$ cat config.mk
export PLATFORM = sky130hd
export DESIGN_NAME = mma_cell
export DESIGN_NICKNAME = d
export VERILOG_FILES = /design/src/rtl/core/mma_pkg.sv /design/src/rtl/core/mma_cell.sv
export SDC_FILE = /design/constraint.sdc
export NUM_CORES = 1
export LEC_CHECK = 0
export BUFFER_PORTS_ARGS = -buffer_cell sky130_fd_sc_hd__clkbuf_2
export CORE_MARGIN = 8
export CORE_UTILIZATION = 55
export DETAILED_ROUTE_END_ITERATION = 10
export GPL_TIMING_DRIVEN = 1
export PLACE_DENSITY = 0.81
export SKIP_LAST_GASP = 1
export SYNTH_ARGS = -nofsm -noshare
export SYNTH_HDL_FRONTEND = slang
export SYNTH_SLANG_ARGS = --single-unit
$ cat constraint.sdc
create_clock -name clk -period 6.75 [get_ports clk]
set_input_delay 0.675 -clock clk [delete_from_list [all_inputs] [get_ports clk]]
set_output_delay 0.675 -clock clk [all_outputs]
set_load 0.03 [all_outputs]
$ cat src/rtl/core/mma_pkg.sv
// Shared types, codes and helpers for the matrix multiply-add block.
package mma_pkg;

    localparam int MAX_DIM_DEF = 16;
    localparam int IDX_LIMIT   = 16;
    localparam int DIM_W       = 5;
    localparam int ELEM_W      = 16;
    localparam int PROD_W      = 32;
    localparam int ACC_W       = 40;

    typedef enum logic [1:0] {
        FUNC_LOAD_A  = 2'd0,
        FUNC_LOAD_B  = 2'd1,
        FUNC_LOAD_C  = 2'd2,
        FUNC_COMPUTE = 2'd3
    } func_t;

    typedef enum logic [1:0] {
        REG_ROWS  = 2'd0,
        REG_INNER = 2'd1,
        REG_COLS  = 2'd2,
        REG_NONE  = 2'd3
    } reg_idx_t;

    typedef enum logic [1:0] {
        ST_IDLE,
        ST_FEED,
        ST_DRAIN
    } state_t;

    typedef struct packed {
        logic [1:0]               func;
        logic [3:0]               row;
        logic [3:0]               col;
        logic signed [ELEM_W-1:0] value;
    } req_t;

    typedef struct packed {
        logic [3:0]              result_row;
        logic [3:0]              result_col;
        logic signed [ACC_W-1:0] result_value;
        logic                    last_in_row;
    } res_t;

    // Control bits that travel with each operand down the chain.
    typedef struct packed {
        logic vld;
        logic first;
        logic last;
    } flow_t;

    // Element write broadcast to every cell.
    typedef struct packed {
        logic              b_we;
        logic              c_we;
        logic [3:0]        row;
        logic [3:0]        col;
        logic [ELEM_W-1:0] data;
    } load_t;

    // Map a dimension register to its effective count: zero acts as one, clip at lim.
    function automatic logic [DIM_W-1:0] eff_dim(input logic [DIM_W-1:0] val,
                                                 input logic [DIM_W-1:0] lim);
        logic [DIM_W-1:0] r;
        begin
            r = val;
            if (val == '0)
            begin
                r = DIM_W'(1);
            end
            else if (val > lim)
            begin
                r = lim;
            end
            return r;
        end
    endfunction

endpackage

$ cat src/rtl/core/mma_cell.sv
// One column cell: holds a column of B and C, multiplies and accumulates its D element.
module mma_cell #(
    parameter int MAX_DIM = mma_pkg::MAX_DIM_DEF,
    parameter int IDX     = 0,
    parameter int AW      = (MAX_DIM > 1) ? $clog2(MAX_DIM) : 1
) (
    input  logic                              clk,
    input  logic                              rst_n,
    input  mma_pkg::load_t                    ld,
    input  logic [AW-1:0]                     row,
    input  logic [mma_pkg::DIM_W-1:0]         ncols,
    input  mma_pkg::flow_t                    flow_in,
    input  logic [AW-1:0]                     k_in,
    input  logic signed [mma_pkg::ELEM_W-1:0] a_in,
    output mma_pkg::flow_t                    flow_out,
    output logic [AW-1:0]                     k_out,
    output logic signed [mma_pkg::ELEM_W-1:0] a_out,
    output logic                              done,
    output logic                              last,
    output logic signed [mma_pkg::ACC_W-1:0]  res
);

    logic [mma_pkg::ELEM_W-1:0] b_mem [MAX_DIM];
    logic [mma_pkg::ELEM_W-1:0] c_mem [MAX_DIM];

    mma_pkg::flow_t                    f1_reg;
    logic [AW-1:0]                     k1_reg;
    logic signed [mma_pkg::ELEM_W-1:0] a1_reg;
    logic signed [mma_pkg::ELEM_W-1:0] b_rd_reg;
    logic signed [mma_pkg::ELEM_W-1:0] c_rd_reg;
    mma_pkg::flow_t                    f2_reg;
    logic signed [mma_pkg::PROD_W-1:0] prod_reg;
    logic signed [mma_pkg::ACC_W-1:0]  acc_reg;
    logic signed [mma_pkg::ACC_W-1:0]  acc_next;
    logic                              done3_reg;
    logic                              done4_reg;
    logic signed [mma_pkg::ACC_W-1:0]  res_reg;
    logic                              col_hit;

    assign col_hit = (int'(ld.col) == IDX);

    always_ff @(posedge clk)
    begin
        if (ld.b_we && col_hit)
        begin
            b_mem[AW'(ld.row)] <= ld.data;
        end
        if (ld.c_we && col_hit)
        begin
            c_mem[AW'(ld.row)] <= ld.data;
        end
        b_rd_reg <= b_mem[k_in];
        c_rd_reg <= c_mem[row];
    end

    always_comb
    begin
        acc_next = acc_reg;
        if (f2_reg.vld)
        begin
            acc_next = (f2_reg.first ? '0 : acc_reg)
                       + mma_pkg::ACC_W'(prod_reg);
        end
    end

    always_ff @(posedge clk or negedge rst_n)
    begin
        if (!rst_n)
        begin
            f1_reg    <= '0;
            f2_reg    <= '0;
            done3_reg <= 1'b0;
            done4_reg <= 1'b0;
        end
        else
        begin
            // Drop the flow past the last column in use.
            f1_reg    <= (IDX < int'(ncols)) ? flow_in : '0;
            f2_reg    <= f1_reg;
            done3_reg <= f2_reg.vld && f2_reg.last;
            done4_reg <= done3_reg;
        end
    end

    // Operand stage, product stage, accumulate stage, add C.
    always_ff @(posedge clk)
    begin
        k1_reg   <= k_in;
        a1_reg   <= a_in;
        prod_reg <= a1_reg * b_rd_reg;
        acc_reg  <= acc_next;
        res_reg  <= acc_reg + (mma_pkg::ACC_W'(c_rd_reg) <<< 8);
    end

    assign flow_out = f1_reg;
    assign k_out    = k1_reg;
    assign a_out    = a1_reg;
    assign done     = done4_reg && (IDX < int'(ncols));
    assign last     = (IDX == int'(ncols) - 1);
    assign res      = res_reg;

endmodule

Yosys cells after proc, flatten, opt, wreduce, memory -nomap -nowiden:

Memory sizes are Yosys's and may differ from the RTL's. A register that Yosys moved wholly into a read port is not among the register bits.
Index checks and enable logic that the tools add are counted.

* bits in registers: 140
* bits in writable memories: 512
* output and inout bits: 65
* memories: 2

* add/sub/neg operators: 3
* multiply operators: 1
* magnitude comparators: 1
* mux-type cells: 6
* reductions and logical operators: 6

Memory list
* b_mem: depth 16, bits a word 16, rd ports 1, clocked after memory_dff 1, write ports 1, line mma_cell.sv:23 `logic [mma_pkg::ELEM_W-1:0] b_mem [MAX_DIM];`
* c_mem: depth 16, bits a word 16, rd ports 1, clocked after memory_dff 1, write ports 1, line mma_cell.sv:24 `logic [mma_pkg::ELEM_W-1:0] c_mem [MAX_DIM];`

Operator list (number)
* 40-bit by 24-bit adder with 40-bit output: 1
* 40-bit adder: 1
* 40-bit two-way mux: 1
* 32-bit logical NOT: 1
* 16-bit by 16-bit multiplier with 32-bit output: 1
* 5-bit by 1-bit subtractor with 6-bit output, second input constant: 1
* 1-bit by 5-bit < comparator with 1-bit output, first input constant: 1
* 1-bit logical AND: 4
* 4-bit logical NOT: 1
* 1-bit two-way mux: 4
* 3-bit two-way mux: 1

Depth between registers and ports, before layout:

Gate-level depths: netlist of run 1.

* depth after elaboration: 4
* mapped depth: 23
* depth with buffers taken out: 22

Least setup slack after synthesis of run 1:

No wires, ideal clock.

* path kind: register to register
* start point: reg a1_reg, in the netlist a_out[15]
* end point: reg prod_reg[31] (netlist name)
* data arrival time: 6.039 ns
* required time: 6.678 ns
* slack: 0.639 ns
* cell stages (with the launch flop): 20
* path buffers: 1
* period minus slack after synthesis: 6.111 ns
* path through: dfxtp_1 clkbuf_1 nand2_1 inv_1 fa_1 fa_1 fa_1 fa_1 fa_1 inv_1 fa_1 inv_1 ha_1 a221o_1 a21oi_1 o21ai_1 o41ai_2 o2111ai_1 a21oi_1 xnor2_1

* longest elaborated chain between the ends: 1

RTL lines
* start: declaration: line mma_cell.sv:28 `logic signed [mma_pkg::ELEM_W-1:0] a1_reg;`
* start signal: assignment: line mma_cell.sv:89 `a1_reg <= a_in;`
* 16-bit by 16-bit multiplier with 32-bit output: line mma_cell.sv:90 `prod_reg <= a1_reg * b_rd_reg;`
* end signal: assignment: line mma_cell.sv:90
* end: declaration: line mma_cell.sv:32 `logic signed [mma_pkg::PROD_W-1:0] prod_reg;`

No other way between the ends.
A chain may end at the register's enable or synchronous reset.

Final worst setup path of run 1:

* start point: reg b_rd_reg[11] (netlist name) (read register of b_mem)
* end point: reg prod_reg[31] (netlist name)

* longest elaborated chain between the ends: 1

RTL lines
* start: declaration: line mma_cell.sv:29 `logic signed [mma_pkg::ELEM_W-1:0] b_rd_reg;`
* 16-bit by 16-bit multiplier with 32-bit output: line mma_cell.sv:90

No other way between the ends.

==> summary.txt, run 1 <==
Tot GR Track Use - 0.2280
initial antenna violation count - 5
core area - 66680 um^2
worst min-delay path class - primary input to register
top_reg_cell synth - edfxtp_1
vias in the first global route - 22580
startpoint types - register
Die Y - 274.6 um
largest net degree at the start of global routing - 66
CTS clk-pin slew, worst paths - 0.07 ns
DR WL/cell - 23.39 um
Initial DRC Count - 2063
row count - 95
H-tree depth - 3
slew of the pin with the lowest slew margin - 1.243 ns
fin crit share - 0.9544
Crit Path Class - register to register
Die X - 274.6 um
setup TNS - 0 ns
Post-synth EDFFs - 552
# DRC - 0
GR Overflow Total - 0
RSZ-0062 raised after global routing - false
commonest cells after routing, fill and taps aside - edfxtp_1, inv_1, fa_1
Max Transition Viols Final - 0
relative slew slack - 0.1707
DIE AREA - 75400 um^2
Root Driver - clkbuf_16
initial core utilization - 0.5516
Final Non-Filler Cells - 3636
Setup violations, final - 0
synthesized net count - 3028
fraction of layout cells with a size suffix above 1 - 0.1658
register area share after synthesis - 0.5236
post-synthesis cell count - 2552
R2R Setup Slk - 0.31 ns
Worst EP required - 7.28 ns
diode count - 0
RD Place Congestion - 0.9193
Final min period - 6.442 ns
NumNets Final - 3180
Mapped Area - 36780 um^2
CTS buffer count - 73
Vias/cell - 5.843
via count - 21240
Final ANT Viol Nets - 0
worst-path fanout max - 16
Yosys cell types - 64
achievable frequency - 155.2 MHz
Max clock buf depth - 3
asr flop ratio synth - 0.01170
Clock Sinks - 684
total number of yosys warnings - 0
Yosys reg bits - 684
fillers - 4822
1st-pass router iterations - 5
Max Clock Skew - 0.02786 ns
status - finished clean
Routed Wire Length - 85060 um
number of port buffers - 124
Avg Inst Size Synth - 14.41 um^2
CTS tree - yes
max_cap viols - 0
top flop regs - b_mem: 256 flops, c_mem: 256 flops
P&R area growth vs syn - 11.31%
later-pin clock latency in the skew report - 0.63 ns
commonest non-fill, non-tap cell in the layout - edfxtp_1
# IOs - 125
Placed Instances - 3501
crit end category - register
first-pass GRT wire length - 129800 um
Worst Path Arrival - 6.97 ns
final hold violations - 0
Detail Placement HPWL - 56660 um
## critical path: stages, from the launching register on
cell	delay, ns
dfxtp_1	0.76
nand2_1	0.19
fa_1	0.54
inv_1	0.06
fa_1	0.55
fa_1	0.45
fa_1	0.47
fa_1	0.55
inv_1	0.07
fa_1	0.48
inv_1	0.04
ha_1	0.35
a21o_1	0.19
a21o_1	0.17
a221o_1	0.29
a21oi_1	0.15
o21ai_1	0.10
o41ai_2	0.42
o2111ai_1	0.20
a21oi_1	0.21
xnor2_1	0.14
## per-layer routing
layer  GRT usage  routed length, um
met4     0.09008               3059
met5           0                 41
met2      0.3982              44130
met3     0.04284               6326
met1      0.2797              31500
## through the flow
| stage | setup slack, ns | instance area (um^2) | hold slack (ns) | util |
|---|---|---|---|---|
| 3_5_place_dp | 0.3933 | 38560 | 0.3477 | 0.5783 |
| 5_1_grt | 0.02304 | 40940 | 0.1407 | 0.6139 |
| 3_3_place_gp | 0.5053 | 38560 | 0.3379 | 0.5783 |
| 2_1_floorplan | 0.6388 | 36780 | 0.3312 | - |
| 4_1_cts | 0.3118 | 40940 | 0.1256 | 0.6139 |
| 6_report | 0.3079 | 40940 | 0.1533 | 0.6139 |
## final cells by class
cell class	instances	area [um^2]	share of cell area
Multi-Input combinational cell	1472	16150	0.3945
Tap cell	873	1092	0.02668
Clock buffer	87	1952	0.04768
Timing Repair Buffer	160	898.4	0.02194
Clock inverter	47	409.1	0.009994
Inverter	313	1175	0.02870
Sequential cell	684	19260	0.4705
## path summary, 6_finish.rpt
path,from,endpoint,cells after the start
setup / recovery,b_rd_reg[11],prod_reg[31],20
hold / removal,a_in[14],a_out[14],1
setup reg to reg,b_rd_reg[11],prod_reg[31],20
hold reg to reg,done3_reg,done4_reg,0
max in group asynchronous,rst_n,flow_out[0],2
min in group asynchronous,rst_n,flow_out[2],2
## cell usage after synthesis, types with 6 or more instances
library cell    n  area (um^2)
edfxtp_1      552        16580
inv_1         313         1175
fa_1          264         5285
nand2_1       170        638.1
mux4_2        160         3603
ha_1          152         1902
and2_1        131        819.5
dfxtp_1       124         2482
nor2_1         89        334.1
a21oi_1        87        435.4
xnor2_1        82        718.2
clkbuf_1       61        229.0
nor2b_1        48        300.3
a21o_1         38        285.3
nor3_1         27        135.1
o21ai_0        27        135.1
nand3_1        23        115.1
buf_1          21        78.83
o21bai_1       18        135.1
xor2_1         17        148.9
o21ai_1        14        70.07
nand2b_1       12        75.07
a211oi_1       11        82.58
o21a_1         11        82.58
dfrtp_1         8        200.2
nand4_1         8        50.05
a31oi_1         7        43.79
o211ai_1        7        52.55
and3_1          6        37.54
or3_1           6        37.54
## logic make-up (layout without fill, tap and decap cells)
logic type               count (synthesis)  in the layout  synth area share
flip-flops                             684            684            0.5236
AND/OR/NAND/NOR                        537            537           0.07256
adder cells (fa/ha/maj)                416            416            0.1954
buffers and inverters                  396            607           0.04045
AO/OA/AOI/OAI                          259            259           0.04613
multiplexers                           161            161           0.09825
XOR/XNOR                                99             99           0.02358
## timing repair
item                                    4_1_cts  5_1_grt
hold buffers                                  1        0
endpoints found under the setup margin        0        1
setup buffers                                 0        0
gates resized for setup                       0        2
endpoints found under the hold margin         8        0
Power of run 1 is left out: the tool's default activity adds up to more than one toggle a clock period on the data nets, which glitch-free logic cannot reach.
==> run 2: changes to the inputs <==
--- a/config.mk
+++ b/config.mk
@@ -9,6 +9,6 @@
 export CORE_MARGIN = 8
-export CORE_UTILIZATION = 55
+export CORE_UTILIZATION = 47
 export DETAILED_ROUTE_END_ITERATION = 10
 export GPL_TIMING_DRIVEN = 1
-export PLACE_DENSITY = 0.81
+export PLACE_DENSITY = 0.72
 export SKIP_LAST_GASP = 1
--- a/constraint.sdc
+++ b/constraint.sdc
@@ -3,2 +3,2 @@
 set_output_delay 0.675 -clock clk [all_outputs]
-set_load 0.03 [all_outputs]
+set_load 0.05 [all_outputs]
==> summary.txt, run 2 (synthesis gave the netlist of run 1 again) <==
status - finished clean
Max clock buf depth - 3 (unchanged)
Root Driver - clkbuf_16
commonest cells after routing, fill and taps aside - edfxtp_1, inv_1, fa_1
Die X - 295.7 um (+7.7%)
Worst Path Arrival - 6.91 ns (-0.06 ns)
setup TNS - 0 ns (unchanged)
top flop regs - b_mem: 256 flops, c_mem: 256 flops
CTS buffer count - 71 (-2.7%)
NumNets Final - 3183 (+0.094%)
Die Y - 295.7 um (+7.7%)
Routed Wire Length - 83560 um (-1.8%)
initial antenna violation count - 7 (+2)
final hold violations - 0 (unchanged)
vias in the first global route - 22720 (+0.61%)
CTS clk-pin slew, worst paths - 0.06 ns (about the same)
H-tree depth - 3 (unchanged)
first-pass GRT wire length - 129800 um (about the same)
commonest non-fill, non-tap cell in the layout - edfxtp_1
Worst EP required - 7.28 ns (about the same)
crit end category - register
later-pin clock latency in the skew report - 0.65 ns (+0.02 ns)
Final min period - 6.376 ns (-0.06650 ns)
Final Non-Filler Cells - 3808 (+4.7%)
core area - 77470 um^2 (+16%)
GR Overflow Total - 0 (unchanged)
via count - 21010 (-1.1%)
number of port buffers - 124 (unchanged)
achievable frequency - 156.8 MHz (+1.0%)
CP max stage delay - 0.71 ns (-0.05 ns)
Min Hold Slack - 0.1575 ns (+0.004161 ns)
RSZ-0062 raised after global routing - false
worst min-delay path class - primary input to register
Vias/cell - 5.517 (-5.6%)
row count - 102 (+7.4%)
Slowest cell on crit path - dfxtp_1
Initial DRC Count - 1671 (-19%)
P&R area growth vs syn - 11.99%
# IOs - 125 (unchanged)
1st-pass router iterations - 5 (unchanged)
CTS tree - yes
Detail Placement HPWL - 57060 um (+0.70%)
crit-path cells - and2_1 > fa_1 > inv_1 > fa_1 > fa_1 > inv_1 > fa_1 > fa_1 > inv_1 > fa_1 > inv_1 > ha_1 > a21o_1 > a21oi_1 > o21ai_0 > nand3_1 > o211ai_1 > o41ai_2 > o2111ai_1 > a21oi_1 > xnor2_1
slew of the pin with the lowest slew margin - 1.182 ns (-0.06065 ns)
Final ANT Viol Nets - 0 (unchanged)
RD Place Congestion - 0.8837 (-3.9%)
fillers - 6242 (+29%)
startpoint types - register
max_cap viols - 0 (unchanged)
Max Transition Viols Final - 0 (unchanged)
initial core utilization - 0.4748 (-0.07678)
fraction of layout cells with a size suffix above 1 - 0.1653 (-0.0004816)
worst-path fanout max - 16 (unchanged)
relative slew slack - 0.2094 (+0.03877)
DIE AREA - 87460 um^2 (+16%)
DR WL/cell - 21.94 um (-6.2%)
fin crit share - 0.9445 (-0.009852)
Crit Path Class - register to register
fin util - 0.5317 (-0.08223)
Setup violations, final - 0 (unchanged)
Max Clock Skew - 0.03229 ns (+0.004430 ns)
largest net degree at the start of global routing - 66 (unchanged)
Tot GR Track Use - 0.1922 (-0.03581)
Placed Instances - 3673 (+4.9%)
most frequent CP cell - fa_1
Clock Sinks - 684 (unchanged)
# DRC - 0 (unchanged)
[run 2: changes by cell type in the layout (fill, tap and decap cells not counted), sizes merged]
cell	previous run	this run
clkinv	37	30
buf	37	42
clkbuf	209	213
diode	0	3
bufinv	4	5
clkinvlp	2	1
[run 2: routing by layer]
layer	GRT usage	wire (um)	vias to the layer above
li1	-	-	9318
met1	0.2402	32730	10890
met2	0.3366	43200	636
met3	0.03412	5013	157
met4	0.06575	2588	4
met5	0	28	-
[run 2: final timing paths]
kind	end	slack [ns]	startpoint	depth (start not counted)
max reg2reg	prod_reg[31]	0.37	b_rd_reg[5]	21
max	prod_reg[31]	0.37	b_rd_reg[5]	21
min	a_out[9]	0.16	a_in[9]	1
max in group asynchronous	flow_out[2]	6.14	rst_n	2
min in group asynchronous	flow_out[0]	0.44	rst_n	2
min reg2reg	done4_reg	0.35	done3_reg	0
[run 2: area by class of cell]
| type | count | area (um^2) | share of cell area |
|---|---|---|---|
| flip-flops and latches | 684 | 19270 | 0.4678 |
| inverters | 313 | 1175 | 0.02852 |
| clock buffers | 91 | 1913 | 0.04645 |
| repair buffers | 165 | 935.9 | 0.02272 |
| multi-input cells | 1472 | 16130 | 0.3915 |
| clock inverters | 40 | 461.7 | 0.01121 |
| diodes | 3 | 7.507 | 0.0001823 |
| well taps | 1040 | 1301 | 0.03159 |
[run 2: what timing repair did]
action                                  4_1_cts  5_1_grt
endpoints found under the setup margin        0        1
setup buffers                                 0        0
hold buffers                                  1        0
gates resized for setup                       0        7
hold endpoints to repair                      8        0
[run 2: critical path: cells and delay by family (launching register included)]
family / cells / cell delay (ns)
compound gates: 7 / 1.54
xor+xnor: 1 / 0.15
fa+ha+maj: 7 / 3.24
buf+inv: 4 / 0.25
flops: 1 / 0.71
simple gates: 2 / 0.39
[run 2: stage by stage]
stage               cell area [um^2]  worst slack, ns
floorplan                      36780           0.4982
global placement               38790           0.4836
detailed placement             38790           0.3185
CTS                            41170           0.2724
global route                   41180          0.02854
finish                         41190           0.3744
Power of run 2 is left out for the same reason.
